$ cat src/design/aavr_pkg.sv
package aavr_pkg;

    localparam int ANGLE_W    = 16;
    localparam int ATAN_LEN   = 24;
    localparam int SHIFT_W    = 6;
    localparam int NORM_W     = 31;
    localparam int SQ_W       = 64;
    localparam int LEN_W      = 32;
    localparam int REM_W      = 34;
    localparam int SQRT_STEPS = 32;
    localparam int DIV_STEPS  = 31;
    localparam int UNIT_W     = 32;
    localparam int CS_W       = 34;
    localparam int Z_W        = 35;
    localparam int NORM_LAT   = 6;
    localparam int MAT_LAT    = 7;

    localparam logic signed [31:0]    ONE_Q30     = 32'sd1073741824;
    localparam logic signed [Z_W-1:0] PI_Q30      = 35'sd3373259426;
    localparam logic signed [Z_W-1:0] HALF_PI_Q30 = 35'sd1686629713;
    localparam logic signed [CS_W-1:0] GAIN_Q30   = 34'sd652032874;

    typedef logic [29:0] t_atan;

    localparam t_atan ATAN_Q30 [ATAN_LEN] = '{
        30'd843314856, 30'd497837829, 30'd263043836, 30'd133525158,
        30'd67021686,  30'd33543515,  30'd16775850,  30'd8388437,
        30'd4194282,   30'd2097149,   30'd1048575,   30'd524287,
        30'd262143,    30'd131071,    30'd65535,     30'd32767,
        30'd16383,     30'd8191,      30'd4095,      30'd2047,
        30'd1023,      30'd511,       30'd255,       30'd127
    };

endpackage

$ cat src/design/aavr_sqrt.sv
module aavr_sqrt (
    input  logic                        i_clk,
    input  logic                        i_en,
    input  logic [aavr_pkg::SQ_W-1:0]   i_sq,
    output logic [aavr_pkg::LEN_W-1:0]  o_len
);

    localparam int N  = aavr_pkg::SQRT_STEPS;
    localparam int RW = aavr_pkg::REM_W;
    localparam int LW = aavr_pkg::LEN_W;
    localparam int VW = aavr_pkg::SQ_W;

    logic [RW-1:0] r_rem  [N-1];
    logic [VW-1:0] r_val  [N-1];
    logic [LW-1:0] r_root [N];

    // One result bit per stage: two radicand bits enter the remainder each step.
    for (genvar k = 0; k < N; k++) begin : g_step
        logic [RW-1:0] rem_in;
        logic [VW-1:0] val_in;
        logic [LW-1:0] root_in;
        logic [RW+1:0] part;
        logic [RW+1:0] trial;
        logic          ge;

        if (k == 0) begin : g_first
            assign rem_in  = '0;
            assign val_in  = i_sq;
            assign root_in = '0;
        end else begin : g_next
            assign rem_in  = r_rem[k-1];
            assign val_in  = r_val[k-1];
            assign root_in = r_root[k-1];
        end

        assign part  = {rem_in, val_in[VW-1:VW-2]};
        assign trial = (RW + 2)'({root_in, 2'b01});
        assign ge    = (part >= trial);

        always_ff @(posedge i_clk) begin
            if (i_en) begin
                r_root[k] <= {root_in[LW-2:0], ge};
            end
        end

        if (k < N - 1) begin : g_carry
            always_ff @(posedge i_clk) begin
                if (i_en) begin
                    r_rem[k] <= ge ? RW'(part - trial) : part[RW-1:0];
                    r_val[k] <= {val_in[VW-3:0], 2'b00};
                end
            end
        end
    end

    assign o_len = r_root[N-1];

endmodule

$ cat config.mk
export PLATFORM = sky130hd
export DESIGN_NAME = aavr_sqrt
export DESIGN_NICKNAME = d
export VERILOG_FILES = /design/src/design/aavr_pkg.sv /design/src/design/aavr_sqrt.sv
export SDC_FILE = /design/constraint.sdc
export NUM_CORES = 2
export LEC_CHECK = 0
export BUFFER_PORTS_ARGS = -buffer_cell sky130_fd_sc_hd__buf_2
export CAP_MARGIN = 20
export CORE_ASPECT_RATIO = 0.75
export CORE_UTILIZATION = 64
export DETAILED_ROUTE_END_ITERATION = 10
export GPL_TIMING_DRIVEN = 0
export PLACE_DENSITY = 0.8
export RECOVER_POWER = 25
export SYNTH_ARGS = -nofsm -noshare
export SYNTH_HDL_FRONTEND = slang
export SYNTH_SLANG_ARGS = --single-unit
export TNS_END_PERCENT = 1
$ cat constraint.sdc
create_clock -name i_clk -period 4.25 [get_ports i_clk]
set_clock_uncertainty 0.2 [all_clocks]
set_input_delay 0.425 -clock i_clk [delete_from_list [all_inputs] [get_ports i_clk]]
set_output_delay 0.425 -clock i_clk [all_outputs]
set_load 0.02 [all_outputs]
==> impl_metrics.tcl <==
set metrics [dict create \
    outcome "complete, but fails checks" \
    violations "capacitance limit, slew limit, setup timing" \
    syn_inst 9224 \
    multi_input_area_um2 38900 \
    cts_tree "built" \
    reg2reg_slack_ps -10 \
    gp_congestion 0.934 \
    ys_warn_count 0 \
    vias_per_cell 6.03 \
    setup_viol 3 \
    timing.final.ws_setup_ps -14.5 \
    holdPathStages 2 \
    yosysTopAreaCellShare_pct 64.3 \
    core_area_um2 183000 \
    clock_latency_ps 880 \
    antenna_found_initial 3 \
    via_count 73900 \
    path_delay_family "compound AO/OA/AOI/OAI gates" \
    grt_pass1_vias 71200 \
    critPathBufInv 5 \
    io_pins 98 \
    synth_nets 9852 \
    cellLeakagePower_nw 49.6 \
    layout_common_cells "2523 x edfxtp_1, 734 x inv_1, 718 x nand2_1" \
    regArea_um2 75800 \
    final_nets 10300 \
    clockRootBuffer "clkbuf_16" \
    track_usage_pct 27.7 \
    die_h_um 374 \
    crit_fanout 10 \
    cts.htree.levels 4 \
    final.min_clock_period_ps 4260 \
    dpl.cell_count 11800 \
    grt_pass1_wl_um 403000 \
    wirelength_um 259000 \
    synth_ff_type "edfxtp_1" \
    rsz0062_at_grt "yes" \
    clk_path_buf_depth 3 \
    tightest_slew_ps 3900 \
    powerDensity_nw_per_um2 532 \
    cts.sinks 2523 \
    numPortBuffers 97 \
    worstSetupPathType "flop to flop" \
    crit_chain "inv_1 > ha_1 > clkbuf_1 > and3_1 > nor2b_1 > a2111oi_0 > o31ai_1 > o21bai_1 > and2_1 > clkbuf_1 > clkinv_2 > clkbuf_2 > a21oi_2" \
    reg2reg_to "r_rem[10][35]" \
    cp-end-kind "flop" \
    synth_top_area_cell "edfxtp_1" \
    hold_violations 0 \
    path_clk_slew_ps 60 \
    slowest_stage "edfxtp_1" \
    syn_avg_cell_area_um2 12.8 \
    reg2reg_depth 13 \
    finalCritPeriodShare_pct 100 \
    dieWidth_um 498 \
    detail-route-antenna-nets 0 \
    layout_commonest_cell "edfxtp_1" \
    slew_viol_final 421 \
    synth-seq-area-share_pct 64.3 \
    drive_gt1_share_pct 6.63 \
    nFillCells 12100 \
    min_to "r_val[0][70]" \
    detailed_place.area_um2 122000 \
    routedWlPerCell_um 21.1 \
    startpoint_type "flop" \
    postCtsSetupBuffers 0 \
    ys_ff_latch 2523 \
    synth.area.top_cells "edfxtp_1 64%, ha_1 6.0%, xor2_1 3.2%" \
    cp_data_arrival_time_ps 4690 \
    instances_no_fill 12300 \
    dr.pass1.iters 7 \
    grt_max_degree 195 \
    cpMostUsedCell "clkbuf_1" \
    hold_class "input port to flop" \
    timing.rr.start "r_root[1][142]" \
    area_growth_pct 11.0 \
    slowest_delay_ps 450 \
    rows 136 \
    grt-ovfl-total 0 \
    fp.dieArea_um2 186000 \
    power.total_w 0.0695 \
    synth_cell_types 85 \
    vdd_drop_max_v 0.000596 \
    dp_hpwl_um 180000 \
    start_util_pct 64.4 \
    ys_async_sr_fraction_pct 0 \
    drtIter0Drc 7819 \
    drc 0 \
    design_area_um2 131000 \
    synth-edff-count 2523 \
    hold_start "i_en" \
    cap_violations 5 \
    critPathRequiredTime_ps 4680 \
    maxSlewHeadroom_pct -160 \
    max_freq_mhz 234 \
    cts_buffers 230 \
    netlist_area_um2 118000 \
]
-- layout make-up --
cell class	count	area share (%)
antenna	1	0.00191
buffer	191	0.602
clock buffer	263	4.51
clock inverter	160	1.47
inverter	738	2.12
multi-input combinational	5769	29.7
sequential	2523	57.9
tap	2415	2.31
timing repair buffer	205	1.34
-- Yosys cell counts, types with 10 or more instances --
cell type,instances
xnor2_1,415
or4_1,52
a21oi_1,527
nand3_1,143
a21boi_0,22
o2111ai_1,18
nand3b_1,22
clkbuf_1,178
o31a_1,12
a211oi_1,52
o211ai_1,45
a2111oi_0,17
and2_1,28
and3_1,63
or3_1,95
ha_1,562
o31ai_1,76
inv_1,734
o21a_1,99
nand4b_1,19
o41ai_1,13
nor2b_1,82
a21o_1,212
nor3_1,234
and4_1,14
nand2_1,718
edfxtp_1,2523
o21bai_1,67
nor3b_1,24
nor4_1,118
a31oi_1,57
nand2b_1,116
mux2_2,36
or2_2,47
nor2_1,487
xor2_1,425
o21ai_0,570
nand4_1,107
a211o_1,21
mux2i_1,10
nor4b_1,20
-- per-stage QoR --
| stage | hold slack, ps | setup slack [ps] | util, % | TNS, ps |
|---|---|---|---|---|
| detailed placement | 205 | -1580 | 66.5 | -503870 |
| global placement | 200 | -35320 | 66.3 | - |
| CTS | 3.21 | 1.53 | 71.4 | 0 |
| finish | 9.60 | -14.5 | 71.4 | -24.0 |
| global route | 10.8 | -256 | 71.4 | -3610 |
| floorplan | 200 | 612 | - | 0 |
-- kinds of logic after synthesis --
kind of cell	count (synthesis)	synth area share, %
DFF	2523	64.3
and+or+nand+nor	2410	10.1
AOI/OAI and AO/OA	1910	10.0
buffers and inverters	932	2.98
xor gates and xnor gates	840	6.24
adders and majority gates	562	5.97
muxes	46	0.429
other	1	0.00318
-- flip-flops by register name (all words and copies together) (netlist names) --
register,cells
r_rem,1003
r_root,528
r_val,992
-- timing repair --
item,4_1_cts,5_1_grt
gates resized for setup,43,68
gates cloned,2,0
pin swaps,0,2
setup endpoints to repair,467,363
hold buffers,87,0
endpoints found under the hold margin,177,0
-- where the power goes --
group	total (W)	switching (W)	internal, W
Clock	0.0213	0.00940	0.0119
Sequential	0.0336	0.00214	0.0315
Combinational	0.0146	0.00876	0.00587
Total	0.0695	0.0203	0.0492
-- worst reg2reg max path: stages (launching register included) --
cell       delay, ps
edfxtp_1         450
inv_1             90
ha_1             220
clkbuf_1         190
and3_1           240
nor2b_1          130
a2111oi_0        410
o31ai_1          200
o21bai_1         270
and2_1           160
clkbuf_1         420
clkinv_2         260
clkbuf_2         350
a21oi_2          450
-- worst max-delay path by stage --
stage | from | to | slack (ps) | cells past startpoint
finish | r_root[1][142] | r_rem[10][35] | -10 | 13
global route | r_root[1][99] | r_rem[10][2] | -260 | 13
CTS | r_rem[10][34] | r_rem[11][33] | 2 | 12
detailed placement | i_en | r_val[6][37] | -1580 | 7
global placement | i_en | r_val[6][101] | -35320 | 1
floorplan | r_rem[5][16] | r_rem[5][53] | 610 | 11
-- routing by layer --
layer  vias to the layer above  global-route usage [%]  part of all wire, %
met1                     36000                    41.4                   46
li1                      35000                       -                    -
met5                         -                       0               0.0097
met3                       386                    4.78                  7.2
met4                         4                    5.72                  2.0
met2                      2588                    42.9                   45
No activity file was read; power rests on OpenSTA's default activity.
