$ cat src/design/aavr_pkg.sv
package aavr_pkg;

    localparam int ANGLE_W    = 16;
    localparam int ATAN_LEN   = 24;
    localparam int SHIFT_W    = 6;
    localparam int NORM_W     = 31;
    localparam int SQ_W       = 64;
    localparam int LEN_W      = 32;
    localparam int REM_W      = 34;
    localparam int SQRT_STEPS = 32;
    localparam int DIV_STEPS  = 31;
    localparam int UNIT_W     = 32;
    localparam int CS_W       = 34;
    localparam int Z_W        = 35;
    localparam int NORM_LAT   = 6;
    localparam int MAT_LAT    = 7;

    localparam logic signed [31:0]    ONE_Q30     = 32'sd1073741824;
    localparam logic signed [Z_W-1:0] PI_Q30      = 35'sd3373259426;
    localparam logic signed [Z_W-1:0] HALF_PI_Q30 = 35'sd1686629713;
    localparam logic signed [CS_W-1:0] GAIN_Q30   = 34'sd652032874;

    typedef logic [29:0] t_atan;

    localparam t_atan ATAN_Q30 [ATAN_LEN] = '{
        30'd843314856, 30'd497837829, 30'd263043836, 30'd133525158,
        30'd67021686,  30'd33543515,  30'd16775850,  30'd8388437,
        30'd4194282,   30'd2097149,   30'd1048575,   30'd524287,
        30'd262143,    30'd131071,    30'd65535,     30'd32767,
        30'd16383,     30'd8191,      30'd4095,      30'd2047,
        30'd1023,      30'd511,       30'd255,       30'd127
    };

endpackage

$ cat src/design/aavr_cordic.sv
module aavr_cordic #(
    parameter int CORDIC_STAGES = 16
) (
    input  logic                                 i_clk,
    input  logic                                 i_en,
    input  logic signed [aavr_pkg::ANGLE_W-1:0]  i_angle,
    output logic signed [aavr_pkg::CS_W-1:0]     o_cos,
    output logic signed [aavr_pkg::CS_W-1:0]     o_sin
);

    localparam int NCOR = (CORDIC_STAGES < aavr_pkg::ATAN_LEN) ?
                          CORDIC_STAGES : aavr_pkg::ATAN_LEN;
    localparam int CW   = aavr_pkg::CS_W;
    localparam int ZW   = aavr_pkg::Z_W;
    localparam int AW   = aavr_pkg::ANGLE_W;

    logic signed [CW-1:0] r_x [NCOR+1];
    logic signed [CW-1:0] r_y [NCOR+1];
    logic signed [ZW-1:0] r_z [NCOR];
    logic                 r_flip [NCOR+1];
    logic signed [CW-1:0] r_cos, r_sin;

    logic signed [ZW-1:0] n_z0, n_zf;
    logic                 n_flip;

    // Angles beyond a quarter turn are folded by pi; sine and cosine are
    // then negated at the end.
    always_comb begin
        n_z0 = signed'({{(ZW - AW - 17){i_angle[AW-1]}}, i_angle, 17'b0});
        priority if (n_z0 > aavr_pkg::HALF_PI_Q30) begin
            n_zf   = n_z0 - aavr_pkg::PI_Q30;
            n_flip = 1'b1;
        end else if (n_z0 < -aavr_pkg::HALF_PI_Q30) begin
            n_zf   = n_z0 + aavr_pkg::PI_Q30;
            n_flip = 1'b1;
        end else begin
            n_zf   = n_z0;
            n_flip = 1'b0;
        end
    end

    always_ff @(posedge i_clk) begin
        if (i_en) begin
            r_x[0]    <= aavr_pkg::GAIN_Q30;
            r_y[0]    <= '0;
            r_z[0]    <= n_zf;
            r_flip[0] <= n_flip;
            r_cos     <= r_flip[NCOR] ? -r_x[NCOR] : r_x[NCOR];
            r_sin     <= r_flip[NCOR] ? -r_y[NCOR] : r_y[NCOR];
        end
    end

    for (genvar k = 1; k <= NCOR; k++) begin : g_stage
        logic signed [CW-1:0] dx, dy;
        logic signed [ZW-1:0] ang;
        logic                 up;

        assign dx  = r_y[k-1] >>> (k - 1);
        assign dy  = r_x[k-1] >>> (k - 1);
        assign ang = signed'(ZW'(aavr_pkg::ATAN_Q30[k-1]));
        assign up  = !r_z[k-1][ZW-1];

        always_ff @(posedge i_clk) begin
            if (i_en) begin
                r_x[k]    <= up ? r_x[k-1] - dx : r_x[k-1] + dx;
                r_y[k]    <= up ? r_y[k-1] + dy : r_y[k-1] - dy;
                r_flip[k] <= r_flip[k-1];
            end
        end

        if (k < NCOR) begin : g_angle
            always_ff @(posedge i_clk) begin
                if (i_en) begin
                    r_z[k] <= up ? r_z[k-1] - ang : r_z[k-1] + ang;
                end
            end
        end
    end

    assign o_cos = r_cos;
    assign o_sin = r_sin;

endmodule

$ cat config.mk
export PLATFORM = sky130hd
export DESIGN_NAME = aavr_cordic
export DESIGN_NICKNAME = d
export VERILOG_FILES = /design/src/design/aavr_pkg.sv /design/src/design/aavr_cordic.sv
export SDC_FILE = /design/constraint.sdc
export NUM_CORES = 2
export LEC_CHECK = 0
export BUFFER_PORTS_ARGS = -buffer_cell sky130_fd_sc_hd__buf_2
export CAP_MARGIN = 20
export CELL_PAD_IN_SITES_DETAIL_PLACEMENT = 0
export CELL_PAD_IN_SITES_GLOBAL_PLACEMENT = 1
export CORE_MARGIN = 4
export CORE_UTILIZATION = 35
export CTS_CLUSTER_SIZE = 14
export DETAILED_ROUTE_END_ITERATION = 8
export PLACE_DENSITY = 0.72
export SLEW_MARGIN = 5
export SYNTH_ARGS = -nofsm -noshare
export SYNTH_HDL_FRONTEND = slang
export SYNTH_SLANG_ARGS = --single-unit
$ cat constraint.sdc
create_clock -name i_clk -period 4.5 [get_ports i_clk]
set_input_delay 0.675 -clock i_clk [delete_from_list [all_inputs] [get_ports i_clk]]
set_output_delay 0.675 -clock i_clk [all_outputs]
set_load 0.02 [all_outputs]
==> reports/qor.csv <==
stage,metric,value,unit
clock_network,Clock Pin Slew Worst Setup and Hold Paths,60,ps
yosys,mapped cell area,129000,sq um
floorplanning,Site Rows,222,
detailed_routing,DR iter-0 viols,5686,
yosys,Synth warnings,0,
yosys,syn nets,14800,
floorplanning,Initial Util,35.2,%
finish,Post-Layout Cell Count,19500,
clock_network,CTS max path bufs,4,
critical_path,worst path required time,5060,ps
sta,Period minus WS final,4490,ps
critical_path,Crit Path Class,reg -> reg,
critical_path,Crit Path Max Fanout,3,
detailed_routing,via count,101000,
global_route,initial antenna violation count,4,
sta,Setup WS post-layout,14.1,ps
critical_path,crit path launch type,register,
yosys,Yosys top cell area share,36.5,%
detailed_routing,Top Layer Used,met4,
global_route,grt ovf,0,
sta,post-route clock skew,75.2,ps
clock_network,Sink Count,1572,
sta,fmax,223,MHz
floorplanning,die area,379000,sq um
yosys,Post-synth ARST share,0,%
global_route,largest net degree at the start of global routing,168,
clock_network,Root Driver,clkbuf_16,
detailed_routing,DR pass1 iterations,6,
global_route,GRT Resource Usage Total,16.8,%
detailed_routing,final wirelength,333,mm
yosys,ys flop type,edfxtp_1,
floorplanning,I/O pin cnt,86,
sta,Final Hold Violating Endpoints,0,
yosys,synthesized flop and latch total,1572,
global_route,vias in the first global route,97300,
global_route,first-pass GRT wire length,526,mm
placed_design,gp weighted congestion,0.897,
floorplanning,Die Ht,616,um
sta,RSZ-0062 raised after global routing,true,
yosys,post-synthesis cell count,13300,
detailed_routing,met2 routed WL,168,mm
critical_path,crit end category,register,
detailed_routing,DR WL/cell,17.1,um
sta,final period utilization,99.7,%
yosys,post-synthesis sequential area ratio,36.5,%
finish,Nets,16000,
yosys,mean cell area of the mapped netlist,9.71,sq um
sta,Slew headroom,26.5,%
yosys,dominant cell type by area after synthesis,edfxtp_1,
clock_network,Worst-Skew Late Latency,880,ps
sta,"Slew Viols, Final",0,
finish,Area Growth Syn to Fin,17.7,%
yosys,most common library cells after synthesis,"edfxtp_1, ha_1, a21oi_1, xnor2_1, nor2_1",
detailed_routing,met3 WL,10.0,mm
clock_network,number of H-tree levels,4,
clock_network,TritonCTS clock tree,built,
critical_path,Worst Path Arrival,5040,ps
yosys,unique cell type count in the Yosys netlist,103,
sta,Worst-Margin Slew,1100,ps
detailed_routing,DR DRC count,0,
finish,share of layout cells above drive strength 1,13.8,%
yosys,number of synthesized flops with an enable pin,1572,
placed_design,placed cell count,19000,
placed_design,Place WS,-323,ps
detailed_routing,met1 wire length,147,mm
sta,Setup-failing EPs final,0,
detailed_routing,"antenna viol nets, final",0,
placed_design,post-DP HPWL,267,mm
flow_run,max-cap viol count,0,
detailed_routing,Via density,5.20,
floorplanning,Core ar.,367000,sq um
placed_design,IO buf count,85,
finish,fill cell count,35900,
hold_path,Hold WC Path Type,in -> reg,
yosys,Synth area leaders,"edfxtp_1, ha_1, xnor2_1, a21oi_1, xor2_1",
yosys,most frequent cell after synthesis,edfxtp_1,
run_status,status,"finished, final reports clean",
clock_network,Num CTS Buffers,189,
floorplanning,DIE WIDTH,616,um
-- metrics by stage --
step	util (%)	hold slack, ps	area, sq um	setup TNS, ps
finish	41.5	146	152000	0
global route	41.5	105	152000	-2220
CTS	40.7	48.8	149000	-8.64
detailed placement	39.0	406	143000	-2200
global placement	39.0	401	143000	-2380
floorplan	-	400	129000	0
-- final timing paths --
check / startpoint / to / slack, ps / cells after the start
max: r_x[9][11] / r_y[0][371] / 10 / 21
min reg2reg: r_flip[0][6] / r_flip[0][7] / 420 / 0
max reg2reg: r_x[9][11] / r_y[0][371] / 10 / 21
min: i_angle[1] / r_z[0][18] / 150 / 3
-- cell type report --
cell class	count	area (sq um)	area share [%]
Antenna cell	1	2.50	0.00165
Multi-Input combinational cell	11000	81400	53.5
Clock inverter	129	1300	0.855
Tap cell	4816	6030	3.96
Sequential cell	1572	47200	31.0
Timing Repair Buffer	1190	9130	6.00
Clock buffer	218	4970	3.26
Inverter	554	2080	1.37
-- flip-flops by register name, indices dropped and copies added, names as in the netlist --
signal  flops
o_cos      34
o_sin      34
r_flip     16
r_x       484
r_y       511
r_z       493
-- cell families after synthesis --
family	count (synthesis)	share of synthesized area [%]
compound gates	4012	19.7
simple gates	3497	13.2
xor+xnor	1884	12.8
flops	1572	36.5
fa+ha+maj	1486	14.6
buf+inv	738	2.15
mux	123	1.01
-- cell usage in the layout, fill, tap and decap left out, drive strengths merged, types with 55 or more instances in the layout --
master  count
ha       1444
mux2i      64
xor2      625
mux2       59
buf      1190
nand3     199
nand2     668
nand4      79
clkinv     83
nor2     1195
o21ai     655
o211ai     55
edfxtp   1572
and3      129
a211oi    114
nor3      335
xnor2    1259
and2       76
o21a      236
a21oi    1417
inv       562
a21o      668
nand2b    222
clkbuf    218
nor2b     190
or3        62
a31oi     138
o21bai    183
nor4       95
-- critical path, stage by stage (launching register included) --
cell	delay, ps
edfxtp_1	420
nor2_4	140
buf_6	110
nand2_4	50
nor4_4	150
buf_4	170
nand2_2	50
or4_4	420
or3_4	360
nor2_2	90
nor2_1	60
xnor2_1	130
ha_1	340
a21o_1	190
a21o_1	160
a211o_1	300
a2111o_1	330
a31o_1	230
a21oi_2	140
or2_4	160
mux2i_1	180
a221oi_1	60
-- layer usage --
metal	track usage (%)	up-vias
li1	-	51900
met1	21.2	47600
met2	30.6	1381
met3	1.49	438
met4	4.42	0
met5	0	-
-- timing repair --
item / in CTS / in global routing
setup buffers: 4 / 94
pin swaps: 6 / 182
setup endpoints to repair: 29 / 167
gates resized for setup: 44 / 432
hold buffers: 0 / 0
Power is not shown: default switching activity piles up to over one toggle a cycle in this logic, so the estimate is an artifact.
